--- src/design/lbs_pkg.sv ---
// shared types, constants and register codes of the letterbox bilinear scaler
// no dependencies; every other design file imports this package
package lbs_pkg;

  // frame store and destination limits
  localparam int unsigned SRC_MAX_SIDE = 256;
  localparam int unsigned DST_MAX_SIDE = 4096;
  localparam int unsigned SRC_RESET    = 256;
  localparam int unsigned DST_RESET    = 256;

  // field widths
  localparam int unsigned SRC_CW = 8;   // source column / row
  localparam int unsigned SRC_SW = 9;   // source size register
  localparam int unsigned DST_CW = 12;  // destination column / row
  localparam int unsigned DST_SW = 13;  // destination size register
  localparam int unsigned PIX_W  = 24;  // stored pixel
  localparam int unsigned ADDR_W = 5;   // config byte address

  // fit divider: product of a destination size and a source size
  localparam int unsigned PROD_W = DST_SW + SRC_SW;
  localparam int unsigned PCNT_W = $clog2(PROD_W);

  // per-item coordinate divider, 16.16 positions below 2^24
  localparam int unsigned N_W        = DST_CW + 1 + SRC_SW;
  localparam int unsigned DIV_STEPS  = 24;
  localparam int unsigned HALF_SHIFT = 15;
  localparam int unsigned R_W        = N_W + HALF_SHIFT - DIV_STEPS;
  localparam logic [DIV_STEPS-1:0] HALF_PIX = DIV_STEPS'(32768);

  // frame store banks, split by column and row parity
  localparam int unsigned BANK_AW = 2 * (SRC_CW - 1);
  localparam int unsigned BANKS   = 4;

  // queues
  localparam int unsigned MQ_DEPTH = 4;
  localparam int unsigned OQ_DEPTH = 32;

  // pixel constants
  localparam logic [31:0] BG_PIXEL = 32'hff111111;
  localparam logic [7:0]  ALPHA    = 8'hff;

  // operation codes
  localparam logic FUNC_LOAD = 1'b0;

  typedef enum logic [2:0] {
    REG_SRC_WIDTH  = 3'd0,
    REG_SRC_HEIGHT = 3'd1,
    REG_DST_WIDTH  = 3'd2,
    REG_DST_HEIGHT = 3'd3,
    REG_SWAP_RB    = 3'd4,
    REG_FLIP_ROWS  = 3'd5
  } reg_idx_e;

  typedef enum logic [2:0] {
    FIT_IDLE,
    FIT_START,
    FIT_DIV_H,
    FIT_CHECK,
    FIT_DIV_W,
    FIT_TAKE_W,
    FIT_OFFSET
  } fit_state_e;

  // configuration and fitted rectangle
  typedef struct packed {
    logic [SRC_SW-1:0] src_width;
    logic [SRC_SW-1:0] src_height;
    logic [DST_SW-1:0] dst_width;
    logic [DST_SW-1:0] dst_height;
    logic [DST_SW-1:0] fit_w;
    logic [DST_SW-1:0] fit_h;
    logic [DST_CW-1:0] off_x;
    logic [DST_CW-1:0] off_y;
    logic              swap;
    logic              flip;
    logic              busy;
  } cfg_t;

  // classified item between front and back
  typedef struct packed {
    logic              load;
    logic              border;
    logic [DST_CW-1:0] pos_x;
    logic [DST_CW-1:0] pos_y;
    logic [PIX_W-1:0]  pixel;
  } item_t;

  // side band carried along the back pipeline
  typedef struct packed {
    logic              load;
    logic              border;
    logic [SRC_CW-1:0] col;
    logic [SRC_CW-1:0] row;
    logic [PIX_W-1:0]  pixel;
  } tag_t;

  // one step of the restoring divider
  typedef struct packed {
    logic [R_W-1:0]       r;
    logic [DIV_STEPS-1:0] l;
  } dstep_t;

  // result entry
  typedef struct packed {
    logic [31:0] pixel;
    logic        border;
  } res_t;

endpackage

--- src/design/lbs_front.sv ---
// front end: takes items, classifies loads, samples and background points
// depends on lbs_pkg and the fitted rectangle from lbs_fit
module lbs_front (
  input  logic                       clk_i,
  input  logic                       rst_ni,
  input  lbs_pkg::cfg_t              cfg_i,
  input  logic                       push_i,
  output logic                       full_o,
  input  logic                       func_i,
  input  logic [lbs_pkg::SRC_CW-1:0] src_col_i,
  input  logic [lbs_pkg::SRC_CW-1:0] src_row_i,
  input  logic [31:0]                src_pixel_i,
  input  logic [lbs_pkg::DST_CW-1:0] dst_col_i,
  input  logic [lbs_pkg::DST_CW-1:0] dst_row_i,
  input  logic                       q_full_i,
  output logic                       q_push_o,
  output lbs_pkg::item_t             q_item_o
);
  import lbs_pkg::*;

  logic              vld_q;
  item_t             item_q, item_d;
  logic              accept, move;
  logic [DST_SW-1:0] xo, yo;
  logic              in_x, in_y;

  assign move     = vld_q & ~q_full_i;
  assign full_o   = cfg_i.busy | (vld_q & q_full_i);
  assign accept   = push_i & ~full_o;
  assign q_push_o = move;
  assign q_item_o = item_q;

  // offset into the fitted rectangle and inside test
  assign xo = {1'b0, dst_col_i} - {1'b0, cfg_i.off_x};
  assign yo = {1'b0, dst_row_i} - {1'b0, cfg_i.off_y};
  assign in_x = ({1'b0, dst_col_i} < cfg_i.dst_width) & (dst_col_i >= cfg_i.off_x)
              & (xo < cfg_i.fit_w);
  assign in_y = ({1'b0, dst_row_i} < cfg_i.dst_height) & (dst_row_i >= cfg_i.off_y)
              & (yo < cfg_i.fit_h);

  always_comb begin
    item_d.load   = (func_i == FUNC_LOAD);
    item_d.border = ~(in_x & in_y);
    item_d.pos_x  = item_d.load ? DST_CW'(src_col_i) : xo[DST_CW-1:0];
    item_d.pos_y  = item_d.load ? DST_CW'(src_row_i) : yo[DST_CW-1:0];
    item_d.pixel  = src_pixel_i[PIX_W-1:0];
  end

  // holding stage in front of the item queue
  always_ff @(posedge clk_i or negedge rst_ni) begin
    if (!rst_ni) vld_q <= 1'b0;
    else if (accept) vld_q <= 1'b1;
    else if (move) vld_q <= 1'b0;
  end

  always_ff @(posedge clk_i) begin
    if (accept) item_q <= item_d;
  end

endmodule

--- config.mk ---
export PLATFORM = sky130hd
export DESIGN_NAME = lbs_front
export DESIGN_NICKNAME = d
export VERILOG_FILES = /design/src/design/lbs_pkg.sv /design/src/design/lbs_front.sv
export SDC_FILE = /design/constraint.sdc
export NUM_CORES = 1
export LEC_CHECK = 0
export BUFFER_PORTS_ARGS = -buffer_cell sky130_fd_sc_hd__buf_4
export CAP_MARGIN = 40
export CORE_AREA = 8 8 112 114
export CTS_CLUSTER_SIZE = 25
export DETAILED_ROUTE_END_ITERATION = 7
export DIE_AREA = 0 0 120 122
export HOLD_SLACK_MARGIN = 0.03
export PLACE_DENSITY = 0.83
export SLEW_MARGIN = 10
export SYNTH_ARGS = -nofsm -noshare
export SYNTH_HDL_FRONTEND = slang
export SYNTH_SLANG_ARGS = --single-unit
--- constraint.sdc ---
create_clock -name clk_i -period 2.2 [get_ports clk_i]
set_input_delay 0.11 -clock clk_i [delete_from_list [all_inputs] [get_ports clk_i]]
set_output_delay 0.11 -clock clk_i [all_outputs]
set_load 0.01 [all_outputs]
# Word-level counts from Yosys, hierarchy flattened
# Cells that the tools add are included.
[word_totals]
register_bits = 51
mem_bits_rw = 0
out_inout_bits = 52
memories = 0
elab_cells = 34
romBits = 0
latchBits = 0
[classes]
reduce_logical = 1
order_cmp = 6
n_eq_ne = 0
div_mod_pow = 0
n_addsub = 2
n_bitwise = 13
n_shift = 0
mul = 0
n_mux = 4
[op_table]
columns = ["cell", "count"]
rows = [
  ["$lt A12 B13 Y1", 2],
  ["$lt A13 B13 Y1", 2],
  ["$sub A12 B12 Y13", 2],
  ["$ge A12 B12 Y1", 2],
  ["$mux W8", 2],
  ["$and A1 B1 Y1", 8],
  ["$not A1 Y1", 4],
  ["$mux W1", 2],
  ["$reduce_bool A2 Y1", 1],
  ["$or A1 B1 Y1", 1],
]

# Depth between registers and ports, before layout
[depth]
word_depth = 5
ltp_mapped = 16
mapped_depth_nobuf = 16

# Worst setup path before layout
# Ideal clock, no wire load.
[synth_path]
path_kind = "input port to flip-flop"
from = "in cfg_i[5] (netlist bit)"
to = "reg item_q (netlist bit q_item_o[48]), data pin"
arrival_ns = 2.806
setup_time_ns = 0.273
cell_stages = 14
path_buffers = 0
required_ns = 1.927
path_slack_ns = -0.879
path_cell_list = "inv_1 > ha_1 > nor2b_4 > o31ai_2 > a21oi_2 > or2_4 > and4_4 > a2111oi_4 > ha_1 > and4_1 > a211oi_1 > nand4_1 > nor4_1 > o211ai_1"
[synth_rtl]
columns = ["item", "line_no", "text"]
rows = [
  ["from (decl)", "lbs_front.sv:6", "input lbs_pkg::cfg_t cfg_i,"],
  ["to (signal assigned)", "lbs_front.sv:57", "if (accept) item_q <= item_d;"],
  ["to (decl)", "lbs_front.sv:22", "item_t item_q, item_d;"],
]

==> impl_results.md <==
- ANT nets after route: 0
- Synthesis-stage register bit count: 51
- Grt ovf: 0
- Pwr Density: ~460 nW/um2
- Setup-failing EPs final: 1
- H-tree Lvls: 2
- Post-synth top area share: a little over a third
- Status: finished, violations left
- WS Path Type: primary input to flip-flop
- Internal power: 2240 uW
- DP Area: 6571 um2
- First-pass GRT wire length: approximately 23000 um
- Hold Vio Cnt, Final: 0
- IO buf count: a little under 200
- Critical Path RT: roughly 2.2 ns
- RSZ-0062 raised after global routing: yes
- DRT iter0 DRCs: about 170
- Worst-Margin Slew: 0.4531 ns
- Final Util: between 60% and 70%
- MaxCap Viol Count: 0
- Synth Flop Type: edfxtp_1
- Final hold slack: about 0.094 ns
- Initial Utilization: between 30 and 40%
- CTS root buf: clkbuf_8
- Fin area: a little over 7000 um2
- Leak pwr: 0.003604 uW
- Switching share of power: 31.37%
- FMAX: ~340 MHz
- Largest net degree at the start of global routing: 32
- Routed WL per cell: 16.38 um
- Clock power share: 17.0%
- I/O Pins: roughly 230
- Die H: 122 um
- DRC errors left: 0
- Initial antenna violation count: 0
- Critical Path AT: around 3.0 ns
- Num CTS Buffers: 5
- Setup TNS: -0.7293 ns
- Nets@finish: 995
- Comb pwr share: between 40% and 50%
- CTS tree: built
- Failing checks: setup timing
- Relative slew slack: 69.73%
- Critical Path Start Type: primary input
- Dpl hpwl: 12250 um
- Num Clock Sinks: 51
- Later-pin clock latency in the skew report: around 0.30 ns
- Overall routing resource usage: between 10% and 20%
- Most frequent cells in the layout: buf_4 (289), inv_1 (74), ha_1 (66), edfxtp_1 (50), nor2_1 (27)
- Net Switching: a little over 1000 uW
- Total number of vias: 4438
- Final wirelength: 14580 um
- Worst setup EP type: flip-flop
- Vias in the first global route: 4665
- Die outline area: 14640 um2
- Total power: 3265 uW
- Syn avg cell area: 9.873 um2
- Register area share after synthesis: 36.04%
- Diode count: 0
- Standard-cell rows: 38
- Routability Congestion: 0.8784
- Clk_skew: around 0.0038 ns
- Worst VDD drop: 0.3651 mV
- Drt via density: 4.987
- Max Slew Vio Count: 0
- CORE AREA: 10700 um2
- Area growth from synthesis to layout: 68.86%
- Period minus WS final: 2.929 ns
- Ranking of synthesized cells by area: edfxtp_1 (35%), ha_1 (21%), inv_1 (6.8%)
- Netlist cell types: 56
- Number of synthesized flops with an enable pin: 50
- DRT Pass-1 Iters: 5
- Clk pin slew, worst setup/hold paths: 0.10 ns
- Post-Syn Nets: just under 700
- Worst hold path class: primary input to flip-flop
- Async set-or-reset flop fraction in the synthesized netlist: under 10%
- Share of power burned in registers: 35.4%
- Mapped Cells: roughly 430
- Critical path peak fanout: 2
- Ys Warns: 0
- Synthesized area: 4235 um2
- Longest Clk Path Bufs: 2
- Final period util: 133.2%
- Most common cell after layout, fill and taps aside: buf_4
- Dominant cell type by area after synthesis: edfxtp_1
- Die width: 120 um
- Layout cells sized above 1: a little under half
- Final Worst Setup Slack: -0.7293 ns
## area by class of cell
| type | instances | area [um2] |
|---|---|---|
| fillers | 824 | 3546 |
| multi-input cells | 297 | 2587 |
| repair buffers | 317 | 2461 |
| flip-flops and latches | 51 | 1526 |
| inverters | 77 | 304.0 |
| well taps | 140 | 175.2 |
| clock buffers | 5 | 68.82 |
| clock inverters | 3 | 28.78 |
## sequential cells by signal (all words and copies together) (netlist names)
signal and count:
q_item_o 50, vld_q 1
## per-stage QoR
step,instances,setup slack [ns]
after detailed placement,847,-1.056
after global routing,890,-0.7796
after CTS,885,-0.5941
final,890,-0.7293
after floorplan,429,-0.6901
after global placement,847,-0.9315
## what timing repair did
action	4_1_cts	5_1_grt
endpoints found under the setup margin	1	1
pin swaps	23	29
gates resized for setup	20	14
hold endpoints to repair	26	0
setup buffers	4	5
hold buffers	26	0
## synthesized netlist by cell type, drive strengths merged (8+ instances only)
master	instances
edfxtp	50
inv	77
nor2	29
nand2b	10
ha	70
xor2	8
nand2	20
o21ai	19
a21oi	28
a211oi	11
o21a	8
mux2	12
## power groups by stage
stage          logic, uW  registers (uW)  clock network [uW]
2_1_floorplan        637            1200                   0
3_3_place_gp        1320            1180                   0
3_5_place_dp        1380            1180                   0
4_1_cts             1480            1160                 577
5_1_grt             1690            1160                 609
6_report            1550            1160                 556
## routing by layer
layer / GRT usage (%) / share of wire, % / vias to the layer above
met2: 36.22 / 52 / 201
met1: 20.58 / 38 / 2034
met3: 4.118 / 6.7 / 35
met4: 5.074 / 2.6 / 0
met5: 0 / 0 / -
li1: - / - / 2168
## critical path, cell delays in order
cell      delay, ns
buf_12         0.11
inv_12         0.04
ha_4           0.12
fa_2           0.23
nor2b_4        0.06
o31ai_4        0.26
buf_4          0.16
nand2_1        0.05
a211oi_1       0.42
nor2_4         0.08
ha_4           0.26
a21oi_2        0.16
o21ai_2        0.09
a211oi_2       0.21
nand4_1        0.13
nor4_2         0.33
o211ai_1       0.15
## worst paths after layout
path,from,endpoint,slack (ns),cells past startpoint
max,dst_row_i[0],q_item_o[48]$_DFFE_PP_,-0.73,17
min reg2reg,vld_q$_DFFE_PN0P_,vld_q$_DFFE_PN0P_,0.57,1
max in group asynchronous,rst_ni,vld_q$_DFFE_PN0P_,1.97,2
max reg2reg,vld_q$_DFFE_PN0P_,q_item_o[38]$_DFFE_PP_,0.71,3
min in group asynchronous,rst_ni,vld_q$_DFFE_PN0P_,0.15,2
min,src_col_i[0],q_item_o[36]$_DFFE_PP_,0.09,3
## cells by family after synthesis
group,after synthesis,synth area share (%)
fa+ha+maj,72,21.62
buf+inv,81,7.179
flops,51,36.04
compound gates,97,16.07
mux,14,3.663
simple gates,99,12.32
xor+xnor,15,3.102
Note: power is estimated with default switching activity, not from simulation.
