**config.mk**
```make
export PLATFORM = sky130hd
export DESIGN_NAME = lbs_fifo
export DESIGN_NICKNAME = d
export VERILOG_FILES = /design/src/design/lbs_pkg.sv /design/src/design/lbs_fifo.sv
export SDC_FILE = /design/constraint.sdc
export NUM_CORES = 1
export LEC_CHECK = 0
export BUFFER_PORTS_ARGS = -buffer_cell sky130_fd_sc_hd__buf_2
export CAP_MARGIN = 20
export CORE_MARGIN = 10
export CORE_UTILIZATION = 40
export DETAILED_ROUTE_END_ITERATION = 10
export HOLD_SLACK_MARGIN = 0.06
export PLACE_DENSITY = 0.6
export SLEW_MARGIN = 40
export SYNTH_ARGS = -nofsm -noshare
export SYNTH_HDL_FRONTEND = slang
export SYNTH_SLANG_ARGS = --single-unit
```
**constraint.sdc**
```tcl
create_clock -name clk_i -period 4.7 [get_ports clk_i]
set_input_delay 0.47 -clock clk_i [delete_from_list [all_inputs] [get_ports clk_i]]
set_output_delay 0.47 -clock clk_i [all_outputs]
set_load 0.03 [all_outputs]
```
**src/design/lbs_pkg.sv**
```systemverilog
// shared types, constants and register codes of the letterbox bilinear scaler
// no dependencies; every other design file imports this package
package lbs_pkg;

  // frame store and destination limits
  localparam int unsigned SRC_MAX_SIDE = 256;
  localparam int unsigned DST_MAX_SIDE = 4096;
  localparam int unsigned SRC_RESET    = 256;
  localparam int unsigned DST_RESET    = 256;

  // field widths
  localparam int unsigned SRC_CW = 8;   // source column / row
  localparam int unsigned SRC_SW = 9;   // source size register
  localparam int unsigned DST_CW = 12;  // destination column / row
  localparam int unsigned DST_SW = 13;  // destination size register
  localparam int unsigned PIX_W  = 24;  // stored pixel
  localparam int unsigned ADDR_W = 5;   // config byte address

  // fit divider: product of a destination size and a source size
  localparam int unsigned PROD_W = DST_SW + SRC_SW;
  localparam int unsigned PCNT_W = $clog2(PROD_W);

  // per-item coordinate divider, 16.16 positions below 2^24
  localparam int unsigned N_W        = DST_CW + 1 + SRC_SW;
  localparam int unsigned DIV_STEPS  = 24;
  localparam int unsigned HALF_SHIFT = 15;
  localparam int unsigned R_W        = N_W + HALF_SHIFT - DIV_STEPS;
  localparam logic [DIV_STEPS-1:0] HALF_PIX = DIV_STEPS'(32768);

  // frame store banks, split by column and row parity
  localparam int unsigned BANK_AW = 2 * (SRC_CW - 1);
  localparam int unsigned BANKS   = 4;

  // queues
  localparam int unsigned MQ_DEPTH = 4;
  localparam int unsigned OQ_DEPTH = 32;

  // pixel constants
  localparam logic [31:0] BG_PIXEL = 32'hff111111;
  localparam logic [7:0]  ALPHA    = 8'hff;

  // operation codes
  localparam logic FUNC_LOAD = 1'b0;

  typedef enum logic [2:0] {
    REG_SRC_WIDTH  = 3'd0,
    REG_SRC_HEIGHT = 3'd1,
    REG_DST_WIDTH  = 3'd2,
    REG_DST_HEIGHT = 3'd3,
    REG_SWAP_RB    = 3'd4,
    REG_FLIP_ROWS  = 3'd5
  } reg_idx_e;

  typedef enum logic [2:0] {
    FIT_IDLE,
    FIT_START,
    FIT_DIV_H,
    FIT_CHECK,
    FIT_DIV_W,
    FIT_TAKE_W,
    FIT_OFFSET
  } fit_state_e;

  // configuration and fitted rectangle
  typedef struct packed {
    logic [SRC_SW-1:0] src_width;
    logic [SRC_SW-1:0] src_height;
    logic [DST_SW-1:0] dst_width;
    logic [DST_SW-1:0] dst_height;
    logic [DST_SW-1:0] fit_w;
    logic [DST_SW-1:0] fit_h;
    logic [DST_CW-1:0] off_x;
    logic [DST_CW-1:0] off_y;
    logic              swap;
    logic              flip;
    logic              busy;
  } cfg_t;

  // classified item between front and back
  typedef struct packed {
    logic              load;
    logic              border;
    logic [DST_CW-1:0] pos_x;
    logic [DST_CW-1:0] pos_y;
    logic [PIX_W-1:0]  pixel;
  } item_t;

  // side band carried along the back pipeline
  typedef struct packed {
    logic              load;
    logic              border;
    logic [SRC_CW-1:0] col;
    logic [SRC_CW-1:0] row;
    logic [PIX_W-1:0]  pixel;
  } tag_t;

  // one step of the restoring divider
  typedef struct packed {
    logic [R_W-1:0]       r;
    logic [DIV_STEPS-1:0] l;
  } dstep_t;

  // result entry
  typedef struct packed {
    logic [31:0] pixel;
    logic        border;
  } res_t;

endpackage

```
**src/design/lbs_fifo.sv**
```systemverilog
// short item queue between front and back
// depends on lbs_pkg for the item type
module lbs_fifo (
  input  logic           clk_i,
  input  logic           rst_ni,
  input  logic           push_i,
  input  lbs_pkg::item_t item_i,
  output logic           full_o,
  input  logic           pop_i,
  output lbs_pkg::item_t item_o,
  output logic           empty_o
);
  import lbs_pkg::*;

  localparam int unsigned PTR_W = $clog2(MQ_DEPTH);
  localparam int unsigned CNT_W = $clog2(MQ_DEPTH + 1);

  item_t             mem_q [MQ_DEPTH];
  logic [PTR_W-1:0]  wr_q, rd_q;
  logic [CNT_W-1:0]  cnt_q;
  logic              do_push, do_pop;

  assign full_o  = (cnt_q == CNT_W'(MQ_DEPTH));
  assign empty_o = (cnt_q == '0);
  assign do_push = push_i & ~full_o;
  assign do_pop  = pop_i & ~empty_o;
  assign item_o  = mem_q[rd_q];

  // pointers and fill count
  always_ff @(posedge clk_i or negedge rst_ni) begin
    if (!rst_ni) begin
      wr_q  <= '0;
      rd_q  <= '0;
      cnt_q <= '0;
    end else begin
      if (do_push) wr_q <= (wr_q == PTR_W'(MQ_DEPTH - 1)) ? '0 : wr_q + PTR_W'(1);
      if (do_pop)  rd_q <= (rd_q == PTR_W'(MQ_DEPTH - 1)) ? '0 : rd_q + PTR_W'(1);
      cnt_q <= cnt_q + CNT_W'(do_push) - CNT_W'(do_pop);
    end
  end

  always_ff @(posedge clk_i) begin
    if (do_push) mem_q[wr_q] <= item_i;
  end

endmodule

```
---- After elaboration in Yosys (flattened, before gate mapping) ----
Memories as Yosys holds them, arrays and structs flattened.
Index checks and enable logic that the tools add are counted.
word-level totals
  RAM bits ................................ 200
  bits in latches ......................... 0
  memories ................................ 1
  word-level logic and storage cells ...... 20
  input port bits ......................... 54
  bits in read-only memories .............. 0
  output and inout port bits .............. 52
  register bits after elaboration ......... 7
memory list
  name   words  width  rd ports  clocked after memory_dff  write ports  RTL line        source
  mem_q  4      50     1         0                         1            lbs_fifo.sv:18  item_t mem_q [MQ_DEPTH];
operators by class
  reduce and logical (&&, ||, !) cells .... 1
  shifts and indexed selects .............. 0
  bitwise operators ....................... 4
  div/mod/pow operators ................... 0
  $mul .................................... 0
  muxes and demuxes ....................... 4
  order comparisons ....................... 0
  add/sub/neg operators ................... 4
  equality and inequality tests ........... 3
operator list
  kind                                                            count
  2-bit by 1-bit adder with 2-bit output (second input constant)  2
  2-bit == test (second input constant)                           2
  2-bit 2-to-1 mux                                                2
  3-bit by 1-bit adder with 3-bit output                          1
  3-bit == test (second input constant)                           1
  3-bit logical NOT                                               1
  3-bit by 1-bit subtractor with 3-bit output                     1
  1-bit bitwise AND                                               2
  1-bit 2-to-1 mux                                                2
  1-bit NOT                                                       2

---- Logic depth before layout (Yosys ltp) ----
Gate-level depths: netlist of run 1.
  depth after elaboration ................. 5
  gate-level depth with buffers ........... 9
  mapped depth without buffers ............ 9

---- Worst setup path after synthesis of run 1 ----
No wires, ideal clock.
  path kind ............................... register -> register
  from .................................... register cnt_q[1]
  to ...................................... register cnt_q[2]
  path buffers ............................ 0
  arrival time ............................ 2.530 ns
  setup time .............................. 0.123 ns
  slack ................................... 2.047 ns
  stages on the path, launching flop included .. 10
  period minus slack after synthesis ...... 2.653 ns
  data required time ...................... 4.577 ns
  cells stage by stage .................... dfrtp_1 nor3_1 nand2b_1 inv_1 ha_1 inv_1 ha_1 fa_1 xnor2_1 xnor2_1
between the ends
  elaborated cells between the ends (all ways) .. 8
  those cells by class .................... add/sub (2); eq/ne (1); bitwise (4); reduce/logical (1)
RTL lines
  what                                         RTL line        source
  start, declared                              lbs_fifo.sv:20  logic [CNT_W-1:0] cnt_q;
  start signal, assigned                       lbs_fifo.sv:38  cnt_q <= cnt_q + CNT_W'(do_push) - CNT_W'(do_pop);
  3-bit logical NOT                            lbs_fifo.sv:24  assign empty_o = (cnt_q == '0);
  via empty_o                                  lbs_fifo.sv:11  output logic empty_o
  1-bit NOT                                    lbs_fifo.sv:26  assign do_pop = pop_i & ~empty_o;
  1-bit bitwise AND                            lbs_fifo.sv:26
  via do_pop                                   lbs_fifo.sv:21  logic do_push, do_pop;
  3-bit by 1-bit subtractor with 3-bit output  lbs_fifo.sv:38
The timed path passes the listed nets, and every way through them passes these cells.
A chain may end at the register's enable or synchronous reset.

==> impl_metrics.ini, run 1 <==
[pwr]
vdd_drop_max_v = 0.000330
leakage_nw = 3.19
p_comb_frac = 0.327
switching_share = 0.333
p_clk_frac = 0.261
switching_power_w = 0.00210
powerDensity_nw_per_um2 = 685
pwr-share-seq = 0.412
intPower_w = 0.00422

[synth]
netlist_area_um2 = 7720
syn_nets = 363
synth.avg_cell_area_um2 = 25.6
synth_cells = 301
yosysWarnings = 0
synth_cell_types = 21
ys_seq_area_frac = 0.801
ys_seq_elements = 207

[sta]
grt_setup_unrepaired = false
setup_viol = 0
period_share = 0.576
min_period_ns = 2.71
max-slew-margin-rel = 0.522
finalHoldViolCount = 0
timing.hold.ws_ns = 0.193
tightestPinTransition_ns = 0.717
max_freq_mhz = 370
fin_worst_skew_ns = 0.00979
tns_ns = 0
report.final.slew_viol_count = 0

[setup_path]
arrival_ns = 2.24
cp-end-kind = output pin
critical_path_class = reg2out
critical_path.max_fanout = 32
regToRegSetupSlack_ns = 2.19
start_kind = register
required_ns = 4.23
worstRegToRegCells = 4

[detailed_routing]
wl_per_cell_um = 20.3
num_vias = 3401
drt_iter0_markers = 202
highest_layer = met5
met3_length_um = 919
wl_mm = 14.3
ant_nets = 0
via_per_inst = 4.84
dr.pass1.iters = 4
drc = 0
wl_met1_mm = 5.97
wl_met2_mm = 7.14

[placed_design]
dpl_cell_area_um2 = 8520
gp_congestion = 0.653
detailedPlacementHpwl_mm = 9.07
io_buffers = 105

[die]
die-height_um = 159
floorplan.io_pins = 106
fp.dieW_um = 159
dieArea_um2 = 25300
initial_core_util = 0.410
num_rows = 50
coreArea_um2 = 18800

[clocking]
clk_path_buf_depth = 3
cts_root_buffer = clkbuf_16
clock_sinks = 207
numCtsBuffers = 22
cts_tree = done
clk_latency_ns = 0.49
clk_pin_slew_ns = 0.06
post_cts_buffers = 0
htreeDepth = 1

[global_routing]
grt_overflow = 0
grt_first_pass_wirelength_mm = 22.9
grt_pass1_vias = 4007
grt_max_degree = 33
antenna_found_initial = 2
track_usage = 0.114

[run_status]
outcome = finished clean

[cells_and_area]
stdcell_area_um2 = 9230
drive_above_1_share = 0.454
nNetsFinal = 488
syn_to_final_growth_pct = 19.6
fill_cells = 1565

[worst_hold_path]
worstHoldPathCells = 1
min_path_type = in2reg

[flow_run]
cap_violations = 0
[stage by stage]
stage	power (W)	utilization	worst slack, ns	std cells
floorplan	0.00421	-	2.05	301
CTS	0.00645	0.490	1.70	701
global placement	0.00470	0.450	2.14	659
detailed placement	0.00479	0.452	2.12	661
global route	0.00666	0.490	1.89	701
finish	0.00632	0.490	1.99	703
[sequential cells by signal, summed over array words and instances (netlist names)]
| name | flops |
|---|---|
| rd_q | 2 |
| mem_q | 200 |
| wr_q | 2 |
| cnt_q | 3 |
[final timing paths]
| check | end | startpoint |
|---|---|---|
| max in group asynchronous | rd_q[0] | rst_ni |
| worst max register to register | mem_q[0][2] | cnt_q[2] |
| worst min-delay path | mem_q[2][0] | item_i[0] |
| worst min register to register | cnt_q[0] | cnt_q[0] |
| worst max-delay path | item_o[12] | rd_q[1] |
| min in group asynchronous | cnt_q[0] | rst_ni |
[cell usage after synthesis]
master / count / area (um^2)
inv_1: 7 / 26.3
buf_2: 5 / 25.0
nor2b_1: 1 / 6.26
mux2_2: 3 / 33.8
nor3_1: 1 / 5.00
o22ai_1: 1 / 6.26
nand2_1: 1 / 3.75
mux4_1: 2 / 52.6
fa_1: 1 / 20.0
edfxtp_1: 200 / 6010
and2_1: 4 / 25.0
xnor2_1: 2 / 17.5
dfrtp_1: 7 / 175
nor2_1: 2 / 7.51
buf_6: 1 / 11.3
nand2b_1: 1 / 6.26
clkbuf_1: 1 / 3.75
ha_1: 7 / 87.6
mux4_2: 48 / 1080
nor3b_4: 1 / 18.8
buf_12: 5 / 100
[placed cells by master, fill, tap and decap left out]
cell,Yosys,final
and2_4,0,1
mux4_1,2,2
dfrtp_4,0,2
clkinv_2,0,4
clkinv_4,0,1
bufinv_16,0,2
nor3b_4,1,1
inv_1,7,7
ha_1,7,7
mux2_2,3,3
buf_4,0,5
nand2b_1,1,1
clkbuf_1,1,4
buf_2,5,105
fa_1,1,1
o22ai_1,1,1
nor3_1,1,1
xnor2_1,2,2
edfxtp_1,200,200
dfrtp_1,7,5
mux4_2,48,48
nor2b_1,1,1
nor2_1,2,2
buf_12,5,2
nand2_1,1,1
diode_2,0,2
dlygate4sd3_1,0,1
clkbuf_16,0,23
and2_2,0,3
clkinv_1,0,5
[worst max-delay path: stages, from the launching register on]
cell and delay [ns]:
dfrtp_4 0.74, buf_4 0.42, mux4_2 0.38, buf_2 0.20
[layout make-up]
type / instances / area, um^2 / share of cell area
multi-input cells: 75 / 1380 / 0.149
inverters: 7 / 26.3 / 0.00285
repair buffers: 113 / 613 / 0.0664
clock buffers: 27 / 591 / 0.0640
diodes: 2 / 5.00 / 0.000542
flip-flops and latches: 207 / 6190 / 0.670
well taps: 260 / 325 / 0.0352
clock inverters: 12 / 108 / 0.0117
[logic make-up after synthesis]
| logic type | count (synthesis) | share of synthesized area |
|---|---|---|
| flops | 207 | 0.801 |
| mux | 53 | 0.151 |
| buf+inv | 19 | 0.0216 |
| simple gates | 11 | 0.00940 |
| fa+ha+maj | 8 | 0.0139 |
| xor+xnor | 2 | 0.00227 |
| compound gates | 1 | 0.000811 |
[what timing repair did]
| action | 4_1_cts | 5_1_grt |
|---|---|---|
| resized for setup | 0 | 0 |
| endpoints found under the hold margin | 7 | 0 |
| hold buffers | 1 | 0 |
| endpoints found under the setup margin | 0 | 0 |
[metal layers]
metal | up-vias | GRT usage
met5 | - | 0
met4 | 2 | 0.0316
met3 | 21 | 0.0367
met2 | 84 | 0.192
met1 | 1767 | 0.138
li1 | 1527 | -
[power by group through the flow]
stage | logic (W) | registers, W | clock network [W]
2_1_floorplan | 0.00166 | 0.00255 | 0
5_1_grt | 0.00223 | 0.00265 | 0.00178
3_5_place_dp | 0.00213 | 0.00265 | 0
6_report | 0.00206 | 0.00261 | 0.00165
3_3_place_gp | 0.00195 | 0.00275 | 0
4_1_cts | 0.00214 | 0.00262 | 0.00170
Note: power is estimated with default switching activity, not from simulation.
==> inputs of run 2 (changes only) <==
Clock period 4.7 ns to 2.5 ns, I/O delays scaled along.
==> impl_metrics.ini, run 2 (same netlist as run 1, synthesis figures left out) <==
[cells_and_area]
top_register = mem_q
drive_above_1_share = 0.418
final_util = 0.521
nNetsFinal = 549
multiInputGateArea_um2 = 1380
fill_cells = 1516
largest_register_ffs = 200
regArea_um2 = 6190
reg.largest.list = mem_q x200, cnt_q x3
final_common_cell = edfxtp_1
stdcell_count = 763
syn_to_final_growth_pct = 27.1
layout_common_cells = edfxtp_1 (200), buf_2 (105), dlygate4sd3_1 (52), mux4_2 (48), clkbuf_16 (23)

[detailed_routing]
num_vias = 3672
wl_per_cell_um = 19.6
via_per_inst = 4.81
drc = 0
wl_mm = 15.0
drt_iter0_markers = 174
dr.pass1.iters = 5
ant_nets = 0

[pwr]
leakage_nw = 3.44
powerDensity_nw_per_um2 = 1220
vdd_drop_max_v = 0.000555

[sta]
tns_ns = 0
fin_worst_skew_ns = 0.0111
max_freq_mhz = 427
report.final.slew_viol_count = 0
period_share = 0.936
finalHoldViolCount = 0
setup_viol = 0
grt_setup_unrepaired = false
timing.hold.ws_ns = 0.169
max-slew-margin-rel = 0.668
tightestPinTransition_ns = 0.498
min_period_ns = 2.34

[clocking]
clock_sinks = 207
cts_tree = done
clk_pin_slew_ns = 0.05
clk_path_buf_depth = 3
numCtsBuffers = 23
cts_root_buffer = clkbuf_16
htreeDepth = 1
clk_latency_ns = 0.48

[die]
floorplan.io_pins = 106
dieArea_um2 = 25300
fp.dieW_um = 159
die-height_um = 159
coreArea_um2 = 18800
initial_core_util = 0.410
num_rows = 50

[flow_run]
cap_violations = 0

[global_routing]
track_usage = 0.118
grt_pass1_vias = 4199
grt_overflow = 0
grt_max_degree = 31
grt_first_pass_wirelength_mm = 24.0
antenna_found_initial = 1

[placed_design]
gp_congestion = 0.660
detailedPlacementHpwl_mm = 9.16
io_buffers = 105
place_inst = 669

[setup_path]
start_kind = register
crit_chain = buf_8 -> mux4_2 -> buf_2
rr_startpoint = cnt_q[1]
critical_path.max_fanout = 13
worstRegToRegCells = 9
arrival_ns = 2.09
cp-end-kind = output pin
critical_path_class = reg2out
required_ns = 2.25
cp_slowest_cell = dfrtp_4
max_stage_delay_ns = 0.64
regToRegSetupSlack_ns = 0.33
r2r-end = cnt_q[2]

[run_status]
outcome = finished clean

[worst_hold_path]
min_path_type = in2async
## run 2: cell type report
class / instances / area share
sequential: 207 / 0.631
antenna: 1 / 0.000255
inverter: 7 / 0.00268
timing repair buffer: 173 / 0.123
multi-input combinational: 75 / 0.141
clock inverter: 16 / 0.00982
clock buffer: 24 / 0.0590
tap: 260 / 0.0332
## run 2: timing repair
item	4_1_cts	5_1_grt
hold buffers	52	0
setup endpoints to repair	27	4
hold endpoints to repair	208	0
resized for setup	0	1
setup buffers	1	0
## run 2: worst max-delay path by stage
stage / from / end / slack (ns) / cells after the start
2_1_floorplan: cnt_q[1] / cnt_q[2] / 0.12 / 9
3_3_place_gp: cnt_q[1] / cnt_q[2] / 0.43 / 9
3_5_place_dp: cnt_q[1] / cnt_q[2] / 0.32 / 9
4_1_cts: rd_q[1] / item_o[35] / 0.03 / 3
5_1_grt: rd_q[0] / item_o[30] / 0.05 / 3
6_report: rd_q[0] / item_o[17] / 0.16 / 3
## run 2: report_power, final
part / leakage [nW] / switching (W) / internal, W
registers: 1.91 / 0.000323 / 0.00459
logic: 1.20 / 0.00248 / 0.00161
clock network: 0.333 / 0.00122 / 0.00176
## run 2: worst max-delay path: cells and delay by family (launching register included)
kind	cells	cell delay, ns
DFF	1	0.64
buffers and inverters	2	0.43
muxes	1	0.53
## run 2: metal layers
layer | GRT usage | vias up | part of all wire
li1 | - | 1654 | -
met5 | 0 | - | 0
met1 | 0.154 | 1918 | 0.44
met2 | 0.191 | 83 | 0.49
met4 | 0.0291 | 0 | 0.014
met3 | 0.0325 | 17 | 0.057
## run 2: stage by stage
step	power, W	setup slack [ns]	area (um^2)
finish	0.0120	0.159	9810
global route	0.0126	0.0543	9810
CTS	0.0123	0.0268	9810
detailed placement	0.00911	0.321	8590
global placement	0.00905	0.434	8590
floorplan	0.00791	0.124	7730
