[src/design/lbs_pkg.sv]
// shared types, constants and register codes of the letterbox bilinear scaler
// no dependencies; every other design file imports this package
package lbs_pkg;

  // frame store and destination limits
  localparam int unsigned SRC_MAX_SIDE = 256;
  localparam int unsigned DST_MAX_SIDE = 4096;
  localparam int unsigned SRC_RESET    = 256;
  localparam int unsigned DST_RESET    = 256;

  // field widths
  localparam int unsigned SRC_CW = 8;   // source column / row
  localparam int unsigned SRC_SW = 9;   // source size register
  localparam int unsigned DST_CW = 12;  // destination column / row
  localparam int unsigned DST_SW = 13;  // destination size register
  localparam int unsigned PIX_W  = 24;  // stored pixel
  localparam int unsigned ADDR_W = 5;   // config byte address

  // fit divider: product of a destination size and a source size
  localparam int unsigned PROD_W = DST_SW + SRC_SW;
  localparam int unsigned PCNT_W = $clog2(PROD_W);

  // per-item coordinate divider, 16.16 positions below 2^24
  localparam int unsigned N_W        = DST_CW + 1 + SRC_SW;
  localparam int unsigned DIV_STEPS  = 24;
  localparam int unsigned HALF_SHIFT = 15;
  localparam int unsigned R_W        = N_W + HALF_SHIFT - DIV_STEPS;
  localparam logic [DIV_STEPS-1:0] HALF_PIX = DIV_STEPS'(32768);

  // frame store banks, split by column and row parity
  localparam int unsigned BANK_AW = 2 * (SRC_CW - 1);
  localparam int unsigned BANKS   = 4;

  // queues
  localparam int unsigned MQ_DEPTH = 4;
  localparam int unsigned OQ_DEPTH = 32;

  // pixel constants
  localparam logic [31:0] BG_PIXEL = 32'hff111111;
  localparam logic [7:0]  ALPHA    = 8'hff;

  // operation codes
  localparam logic FUNC_LOAD = 1'b0;

  typedef enum logic [2:0] {
    REG_SRC_WIDTH  = 3'd0,
    REG_SRC_HEIGHT = 3'd1,
    REG_DST_WIDTH  = 3'd2,
    REG_DST_HEIGHT = 3'd3,
    REG_SWAP_RB    = 3'd4,
    REG_FLIP_ROWS  = 3'd5
  } reg_idx_e;

  typedef enum logic [2:0] {
    FIT_IDLE,
    FIT_START,
    FIT_DIV_H,
    FIT_CHECK,
    FIT_DIV_W,
    FIT_TAKE_W,
    FIT_OFFSET
  } fit_state_e;

  // configuration and fitted rectangle
  typedef struct packed {
    logic [SRC_SW-1:0] src_width;
    logic [SRC_SW-1:0] src_height;
    logic [DST_SW-1:0] dst_width;
    logic [DST_SW-1:0] dst_height;
    logic [DST_SW-1:0] fit_w;
    logic [DST_SW-1:0] fit_h;
    logic [DST_CW-1:0] off_x;
    logic [DST_CW-1:0] off_y;
    logic              swap;
    logic              flip;
    logic              busy;
  } cfg_t;

  // classified item between front and back
  typedef struct packed {
    logic              load;
    logic              border;
    logic [DST_CW-1:0] pos_x;
    logic [DST_CW-1:0] pos_y;
    logic [PIX_W-1:0]  pixel;
  } item_t;

  // side band carried along the back pipeline
  typedef struct packed {
    logic              load;
    logic              border;
    logic [SRC_CW-1:0] col;
    logic [SRC_CW-1:0] row;
    logic [PIX_W-1:0]  pixel;
  } tag_t;

  // one step of the restoring divider
  typedef struct packed {
    logic [R_W-1:0]       r;
    logic [DIV_STEPS-1:0] l;
  } dstep_t;

  // result entry
  typedef struct packed {
    logic [31:0] pixel;
    logic        border;
  } res_t;

endpackage

[src/design/lbs_fit.sv]
// configuration registers and fitted-rectangle computation
// depends on lbs_pkg; a bit-serial divider recomputes the fit after each write
module lbs_fit (
  input  logic                       clk_i,
  input  logic                       rst_ni,
  input  logic                       psel,
  input  logic                       penable,
  input  logic                       pwrite,
  input  logic [lbs_pkg::ADDR_W-1:0] paddr,
  input  logic [31:0]                pwdata,
  output logic [31:0]                prdata,
  output logic                       pready,
  output lbs_pkg::cfg_t              cfg_o
);
  import lbs_pkg::*;

  function automatic logic [SRC_SW-1:0] clamp_src(input logic [SRC_SW-1:0] v);
    logic [SRC_SW-1:0] r;
    if (v == '0) r = SRC_SW'(1);
    else if (v > SRC_SW'(SRC_MAX_SIDE)) r = SRC_SW'(SRC_MAX_SIDE);
    else r = v;
    return r;
  endfunction

  function automatic logic [DST_SW-1:0] clamp_dst(input logic [DST_SW-1:0] v);
    logic [DST_SW-1:0] r;
    if (v == '0) r = DST_SW'(1);
    else if (v > DST_SW'(DST_MAX_SIDE)) r = DST_SW'(DST_MAX_SIDE);
    else r = v;
    return r;
  endfunction

  logic [SRC_SW-1:0] src_w_q, src_h_q;
  logic [DST_SW-1:0] dst_w_q, dst_h_q;
  logic              swap_q, flip_q;
  logic [DST_SW-1:0] fit_w_q, fit_h_q;
  logic [DST_CW-1:0] off_x_q, off_y_q;
  fit_state_e        state_q, state_d;
  logic [PROD_W-1:0] quo_q;
  logic [SRC_SW-1:0] rem_q, dvs_q;
  logic [PCNT_W-1:0] cnt_q;
  logic              wr_en;
  reg_idx_e          idx;
  logic              last_step, too_tall;
  logic              ld_h, ld_w, step, take_h, take_w, set_off;
  logic [SRC_SW:0]   rr, rs;
  logic              ge;

  assign pready = 1'b1;
  assign wr_en  = psel & penable & pwrite;
  assign idx    = reg_idx_e'(paddr[ADDR_W-1:2]);

  // register writes with size clamping
  always_ff @(posedge clk_i or negedge rst_ni) begin
    if (!rst_ni) begin
      src_w_q <= SRC_SW'(SRC_RESET);
      src_h_q <= SRC_SW'(SRC_RESET);
      dst_w_q <= DST_SW'(DST_RESET);
      dst_h_q <= DST_SW'(DST_RESET);
      swap_q  <= 1'b0;
      flip_q  <= 1'b0;
    end else if (wr_en) begin
      unique case (idx)
        REG_SRC_WIDTH:  src_w_q <= clamp_src(pwdata[SRC_SW-1:0]);
        REG_SRC_HEIGHT: src_h_q <= clamp_src(pwdata[SRC_SW-1:0]);
        REG_DST_WIDTH:  dst_w_q <= clamp_dst(pwdata[DST_SW-1:0]);
        REG_DST_HEIGHT: dst_h_q <= clamp_dst(pwdata[DST_SW-1:0]);
        REG_SWAP_RB:    swap_q  <= pwdata[0];
        REG_FLIP_ROWS:  flip_q  <= pwdata[0];
        default: ;
      endcase
    end
  end

  // register read back
  always_comb begin
    unique case (idx)
      REG_SRC_WIDTH:  prdata = 32'(src_w_q);
      REG_SRC_HEIGHT: prdata = 32'(src_h_q);
      REG_DST_WIDTH:  prdata = 32'(dst_w_q);
      REG_DST_HEIGHT: prdata = 32'(dst_h_q);
      REG_SWAP_RB:    prdata = 32'(swap_q);
      REG_FLIP_ROWS:  prdata = 32'(flip_q);
      default:        prdata = '0;
    endcase
  end

  assign last_step = (cnt_q == PCNT_W'(PROD_W - 1));
  assign too_tall  = (quo_q > PROD_W'(dst_h_q));

  // fit sequencer next state; any write restarts it
  always_comb begin
    state_d = state_q;
    unique case (state_q)
      FIT_IDLE:   state_d = FIT_IDLE;
      FIT_START:  state_d = FIT_DIV_H;
      FIT_DIV_H:  if (last_step) state_d = FIT_CHECK;
      FIT_CHECK:  state_d = too_tall ? FIT_DIV_W : FIT_OFFSET;
      FIT_DIV_W:  if (last_step) state_d = FIT_TAKE_W;
      FIT_TAKE_W: state_d = FIT_OFFSET;
      FIT_OFFSET: state_d = FIT_IDLE;
      default:    state_d = FIT_IDLE;
    endcase
    if (wr_en) state_d = FIT_START;
  end

  // fit sequencer outputs
  always_comb begin
    ld_h    = (state_q == FIT_START);
    step    = (state_q == FIT_DIV_H) | (state_q == FIT_DIV_W);
    ld_w    = (state_q == FIT_CHECK) & too_tall;
    take_h  = (state_q == FIT_CHECK) & ~too_tall;
    take_w  = (state_q == FIT_TAKE_W);
    set_off = (state_q == FIT_OFFSET);
  end

  always_ff @(posedge clk_i or negedge rst_ni) begin
    if (!rst_ni) state_q <= FIT_IDLE;
    else         state_q <= state_d;
  end

  // one quotient bit per cycle
  assign rr = {rem_q, quo_q[PROD_W-1]};
  assign ge = (rr >= {1'b0, dvs_q});
  assign rs = ge ? rr - {1'b0, dvs_q} : rr;

  always_ff @(posedge clk_i) begin
    if (ld_h) begin
      quo_q <= PROD_W'(dst_w_q) * PROD_W'(src_h_q);
      dvs_q <= src_w_q;
      rem_q <= '0;
      cnt_q <= '0;
    end else if (ld_w) begin
      quo_q <= PROD_W'(dst_h_q) * PROD_W'(src_w_q);
      dvs_q <= src_h_q;
      rem_q <= '0;
      cnt_q <= '0;
    end else if (step) begin
      quo_q <= {quo_q[PROD_W-2:0], ge};
      rem_q <= rs[SRC_SW-1:0];
      cnt_q <= cnt_q + PCNT_W'(1);
    end
  end

  // fitted size and centring offsets
  always_ff @(posedge clk_i or negedge rst_ni) begin
    if (!rst_ni) begin
      fit_w_q <= DST_SW'(DST_RESET);
      fit_h_q <= DST_SW'(DST_RESET);
      off_x_q <= '0;
      off_y_q <= '0;
    end else begin
      if (ld_w) fit_h_q <= dst_h_q;
      if (take_h) begin
        fit_w_q <= dst_w_q;
        fit_h_q <= quo_q[DST_SW-1:0];
      end
      if (take_w) fit_w_q <= quo_q[DST_SW-1:0];
      if (set_off) begin
        off_x_q <= DST_CW'((dst_w_q - fit_w_q) >> 1);
        off_y_q <= DST_CW'((dst_h_q - fit_h_q) >> 1);
      end
    end
  end

  always_comb begin
    cfg_o.src_width  = src_w_q;
    cfg_o.src_height = src_h_q;
    cfg_o.dst_width  = dst_w_q;
    cfg_o.dst_height = dst_h_q;
    cfg_o.fit_w      = fit_w_q;
    cfg_o.fit_h      = fit_h_q;
    cfg_o.off_x      = off_x_q;
    cfg_o.off_y      = off_y_q;
    cfg_o.swap       = swap_q;
    cfg_o.flip       = flip_q;
    cfg_o.busy       = (state_q != FIT_IDLE);
  end

endmodule

[config.mk]
export PLATFORM = sky130hd
export DESIGN_NAME = lbs_fit
export DESIGN_NICKNAME = d
export VERILOG_FILES = /design/src/design/lbs_pkg.sv /design/src/design/lbs_fit.sv
export SDC_FILE = /design/constraint.sdc
export NUM_CORES = 1
export LEC_CHECK = 0
export BUFFER_PORTS_ARGS = -buffer_cell sky130_fd_sc_hd__buf_2
export CORE_MARGIN = 4
export CORE_UTILIZATION = 29
export CTS_BUF_LIST = sky130_fd_sc_hd__clkbuf_16
export CTS_CLUSTER_DIAMETER = 200
export DETAILED_ROUTE_END_ITERATION = 10
export PLACE_DENSITY = 0.56
export SYNTH_ARGS = -nofsm -noshare
export SYNTH_HDL_FRONTEND = slang
export SYNTH_SLANG_ARGS = --single-unit
[constraint.sdc]
create_clock -name clk_i -period 12.45 [get_ports clk_i]
set_input_delay 1.245 -clock clk_i [delete_from_list [all_inputs] [get_ports clk_i]]
set_output_delay 1.245 -clock clk_i [all_outputs]
set_load 0.005 [all_outputs]
Word level (Yosys, flattened, before mapping) --
Cells that the tools add are included.
Cells by class: eq/ne operators 14, add/sub/neg operators 4, multiply operators 2, $lt $le $gt $ge 4, multiplexer cells 20, bitwise gates (word level) 6, reductions and logical operators 16
Operators with widths (count):
- $mux 13 | 6
- $pmux 13 s6 | 1
- $mux 22 | 3
- $mux 9 | 5
- $mul 13x9->22 | 2
- $sub 13x13->13 | 2
- $gt 22x13->1 | 1
- $eq 3x3->1 const B | 5
- $pmux 3 s5 | 1
- $reduce_and 2->1 | 7
- $gt 13x13->1 const B | 1
- $logic_not 13->1 | 1
- $eq 3x2->1 const B | 4
- $ge 10x9->1 | 1
- $gt 9x9->1 const B | 1
- $logic_not 9->1 | 1
- $mux 3 | 3
- $sub 9x9->9 | 1
- $eq 3x1->1 const B | 2
- $ne 3x3->1 const B | 2
- $reduce_bool 2->1 | 3
- $reduce_bool 3->1 | 2
- $add 5x1->5 const B | 1
- $eq 5x5->1 const B | 1
- other kinds (6) | 9
Word-level totals: output and inout bits 130, input bits 42, word-level logic and storage cells 81, bits in registers 144

Depth between registers and ports, before layout --
word-level depth 5, gate-level depth with buffers 20, mapped depth without buffers 19

Worst setup path before layout --
No wires, ideal clock.
kind register -> register, start point reg src_w_q[8], end point reg quo_q[21] (data pin), setup time 0.272 ns, period minus slack after synthesis 5.457 ns, arrival 5.185 ns, setup slack 6.993 ns, path buffers 1, required time 12.178 ns, cell stages (with the launch flop) 19, cells stage by stage dfstp_2 clkbuf_1 nand2_1 fa_1 fa_1 inv_1 fa_1 inv_1 fa_1 inv_1 ha_1 or3_1 nand2b_1 o221ai_1 o2111ai_1 a21oi_1 o21bai_1 mux2i_1 or4_1
Between the ends: longest elaborated chain between the ends 3
Ends and longest elaborated chain:
- start, declared | line lbs_fit.sv:33 | logic [SRC_SW-1:0] src_w_q, src_h_q;
- start signal, assigned | line lbs_fit.sv:56 | src_w_q <= SRC_SW'(SRC_RESET);
- start signal, assigned | line lbs_fit.sv:64 | REG_SRC_WIDTH: src_w_q <= clamp_src(pwdata[SRC_SW-1:0]);
- $mul 13x9->22 | line lbs_fit.sv:134 | quo_q <= PROD_W'(dst_h_q) * PROD_W'(src_w_q);
- $mux 22 | line lbs_fit.sv:133 | end else if (ld_w) begin
- $mux 22 | line lbs_fit.sv:128 | if (ld_h) begin
- end signal, assigned | line lbs_fit.sv:129 | quo_q <= PROD_W'(dst_w_q) * PROD_W'(src_h_q);
- end signal, assigned | line lbs_fit.sv:134
- end signal, assigned | line lbs_fit.sv:139 | quo_q <= {quo_q[PROD_W-2:0], ge};
- end, declared | line lbs_fit.sv:39 | logic [PROD_W-1:0] quo_q;
Every way passes these cells. A chain may end at the register's enable or synchronous reset.

Worst setup path in the final report --
start point reg src_w_q[2], end point reg quo_q[21] (data pin)
Same word-level chain as after synthesis.

==> Flow_metrics.wiki <==
{| class="wikitable"
! Metric !! Value
|-
| Result of the run || completed
|-
| DP HPWL || approximately 35000 µm
|-
| Via Count || about 13000
|-
| Cells after synthesis || between 1500 and 2000
|-
| Crit path largest cell delay || just over 0.9 ns
|-
| Die area || 58500 µm²
|-
| Worst setup path category || reg -> reg
|-
| Number of sinks driven by the clock tree || between 100 and 150
|-
| Final setup slack of the worst path || around 6.3 ns
|-
| Met3 capacity usage during global routing || under 10%
|-
| Worst Clk Skew || 0.0129 ns
|-
| Dpl cells || 2556
|-
| Wire length of the first global-routing pass || between 70000 and 80000 µm
|-
| Most frequently used cell type in the post-synthesis netlist || inv_1
|-
| Residual antenna-violating net count after detailed routing || 0
|-
| H-Tree Depth || 4
|-
| Remaining routing DRC violations || 0
|-
| Post-Synth Adder-Cell Area || a little under a third
|-
| Cell Count, Final, Fillers Out || 2588
|-
| Final weighted congestion of routability-driven global placement || slightly below 0.9
|-
| Cell with the most instances on the worst path || fa_1
|-
| Final min period || approximately 6.1 ns
|-
| Global-route met2 utilization || 26.5%
|-
| Post-Route Utilization || approximately a third
|-
| Starting density of the core || 29.4%
|-
| Setup TNS after final layout || 0 ns
|-
| Largest driver fanout on the critical path || 17
|-
| Total iterations of the first detailed-routing run || 5
|-
| Antenna violations before repair || 1
|-
| Count of flip-flops with a built-in enable after synthesis || 31
|-
| Worst rel slew slack || a little under a quarter
|-
| Clock insertion delay at the later pin of the skew report || approximately 0.43 ns
|-
| Cts repair resizes || 0
|-
| Iteration-0 DRC Markers || 849
|-
| Via-per-instance ratio || 4.91
|-
| CTS tree || yes
|-
| Peak Freq || ~160 MHz
|-
| Max-slew violation count || 0
|-
| Ordered cell list for the critical path || nand2_1 > fa_1 > inv_1 > fa_1 > fa_1 > inv_1 > fa_1 > inv_1 > ha_1 > or3_1 > nand2b_1 > o221ai_1 > o2111ai_1 > a21oi_1 > o21bai_1 > mux2i_1 > or4_1
|-
| VDD IR max || between 0.0001 and 0.00015 V
|-
| Maximum clock path buffer count || 2
|-
| Required time worst endpoint || roughly 13 ns
|-
| # Max-Cap Violations || 0
|-
| Yosys warning total || 0
|-
| Remaining global-route overflow || 0
|-
| Synth unique cells || 69
|-
| Average size of a mapped cell || 8.80 µm²
|-
| Busiest metal layer after global routing || met2
|-
| Endpoints failing hold || 0
|-
| Transition time of the tightest slew-check pin || between 1 and 1.5 ns
|-
| Arrival time of the worst setup path || 6.31 ns
|-
| Antenna Cells || 0
|-
| Row cnt || 85
|-
| Hold-fix buffers at CTS || 0
|-
| Simple-gate portion of the synthesized area || a little under a fifth
|-
| Top post-synthesis cells by area || fa_1, dfrtp_1, ha_1
|-
| GRT Resource Usage Total || between 10% and 20%
|-
| Dominant cell type by area after synthesis || fa_1
|-
| Power Dens Cells || 145 nW/µm²
|-
| Static leakage power || roughly 8.7 nW
|-
| Worst slack at placement || between 6 and 7 ns
|-
| Dominant combinational cell family by area after synthesis || adder cells
|-
| Nets@finish || roughly 2200
|-
| Top-area cell type share of the netlist area || around a fifth
|-
| Share of cells above drive strength 1 || about an eighth
|-
| Vias in the first global route || between 10000 and 15000
|-
| Count of input and output buffers || 130
|-
| Post-CTS setup buffer count || 0
|-
| Number of buffers inserted during clock tree synthesis || 17
|-
| Post-route fraction of the period consumed by the critical path || about 49%
|-
| Worst min-delay path category || reg -> reg
|-
| Most instantiated flip-flop cell in the synthesis netlist || dfrtp_1
|-
| Global routing usage on met1 || 21.6%
|-
| Register bit total from synthesis || approximately 140
|-
| Top cells by instance count after synthesis || inv_1, nand2_1, fa_1
|-
| Drt total wl || 45500 µm
|-
| Critical path capture point type || register
|-
| Power Total || between 2 and 3 mW
|-
| RSZ-0062 raised after global routing || no
|-
| Largest net degree at the start of global routing || just over 50
|-
| Kind of start point of the critical path || register
|-
| Average routed wire per standard cell || ~18 µm
|-
| Sequential area share after synthesis || approximately a quarter
|-
| Post-synthesis xor/xnor area fraction || approximately 3.3%
|-
| Signed area change from the synthesized netlist to the final layout || 11.3%
|-
| Fraction of registers with async set or reset after synthesis || between 60 and 70%
|-
| Clock transition at the registers of the reported paths || roughly 0.070 ns
|-
| Root cell of the clock tree || clkbuf_16
|-
| Core region area || roughly 54000 µm²
|-
| Post-synthesis compound-gate area fraction || between 10% and 20%
|-
| Netlist Area Pre-Place || between 15000 and 20000 µm²
|-
| Height of the die || roughly 240 µm
|-
| Final-report setup violation count || 0
|-
| Cell with the largest stage delay on the worst path || dfrtp_1
|-
| I/O pin count || 172
|-
| Horizontal die dimension || roughly 240 µm
|-
| Portion of netlist area occupied by mux cells || between 4 and 5%
|}
[cell type report]
class	count	area [µm²]
Timing Repair Buffer	146	773
Sequential cell	144	3700
Multi-Input combinational cell	1283	10700
Clock inverter	15	144
Tap cell	696	871
Inverter	287	1080
Fill cell	5659	36400
Clock buffer	17	425
[critical path, delay by kind of cell (launching register included)]
kind	cells	cell delay [ns]
AND/OR/NAND/NOR	4	1.26
multiplexers	1	0.12
buffers and inverters	3	0.16
flip-flops	1	0.92
AO/OA/AOI/OAI	4	1.07
adder cells (fa/ha/maj)	5	2.33
[where the power goes]
| part | leakage, nW | internal (mW) | total, mW | switching (mW) |
|---|---|---|---|---|
| Combinational | 6.73 | 0.552 | 1.29 | 0.737 |
| Sequential | 1.71 | 0.563 | 0.755 | 0.192 |
| Clock | 0.278 | 0.294 | 0.512 | 0.218 |
| Total | 8.72 | 1.41 | 2.56 | 1.15 |
[cell families after synthesis]
family | after synthesis
muxes | 61
xor gates and xnor gates | 59
AOI/OAI and AO/OA | 270
and+or+nand+nor | 583
other | 2
DFF | 144
buffers and inverters | 394
adders and majority gates | 290
[through the flow]
| stage | hold slack (ns) | instance area (µm²) |
|---|---|---|
| global route | 0.504 | 17700 |
| CTS | 0.462 | 17700 |
| floorplan | 0.434 | 15900 |
| finish | 0.462 | 17700 |
| global placement | 0.447 | 17100 |
| detailed placement | 0.451 | 17100 |
[layout by cell type, fill, tap and decap left out, types with 4 or more instances in the layout]
master,synthesis,routed
inv_1,287,289
fa_1,159,159
nand2_1,252,252
a21oi_1,63,63
a211oi_1,4,4
o21bai_1,8,8
nand3b_1,4,4
mux2i_1,31,31
nor3_1,16,15
nand3_1,25,25
dfrtp_1,93,93
a21o_1,15,15
o21ai_0,108,108
o221ai_1,5,5
or2_2,7,7
o31ai_1,4,4
buf_2,5,129
nor2_1,64,64
or3_1,10,10
a31oi_1,12,12
ha_1,131,131
xor2_1,28,28
mux4_2,9,9
nand4_1,8,8
a22oi_1,9,9
xnor2_1,31,31
dfstp_2,6,6
nand2b_1,24,24
clkbuf_16,0,17
mux2_2,21,21
edfxtp_1,31,31
buf_4,24,17
and2_1,126,126
o21a_1,4,4
dfxtp_1,14,14
conb_1,2,20
nor2b_1,29,29
[state kept, by name, indices dropped and copies added (netlist names)]
register and count:
quo_q 22, dst_h_q 13, dst_w_q 13, fit_h_q 13, fit_w_q 13, off_x_q 12
off_y_q 12, dvs_q 9, rem_q 9, src_h_q 9, src_w_q 9, cnt_q 5
state_q 3, flip_q 1, swap_q 1
[per-layer routing]
layer,up-vias,routed length (µm)
met2,356,21700
li1,5904,-
met1,6405,20900
met5,-,0
met3,53,2340
met4,0,655
[final timing paths]
path / from / end / depth (start not counted) / slack (ns)
min: rem_q[8]$_SDFFE_PP0P_ / rem_q[8]$_SDFFE_PP0P_ / 2 / 0.46
max: src_w_q[2]$_DFFE_PN0P_ / quo_q[21]$_DFFE_PP_ / 17 / 6.31
min reg2reg: rem_q[8]$_SDFFE_PP0P_ / rem_q[8]$_SDFFE_PP0P_ / 2 / 0.46
min in group asynchronous: rst_ni / off_x_q[1]$_DFFE_PN0N_ / 1 / 0.84
max reg2reg: src_w_q[2]$_DFFE_PN0P_ / quo_q[21]$_DFFE_PP_ / 17 / 6.31
max in group asynchronous: rst_ni / src_h_q[4]$_DFFE_PN0P_ / 2 / 10.50
(Power assumes the default switching activity.)
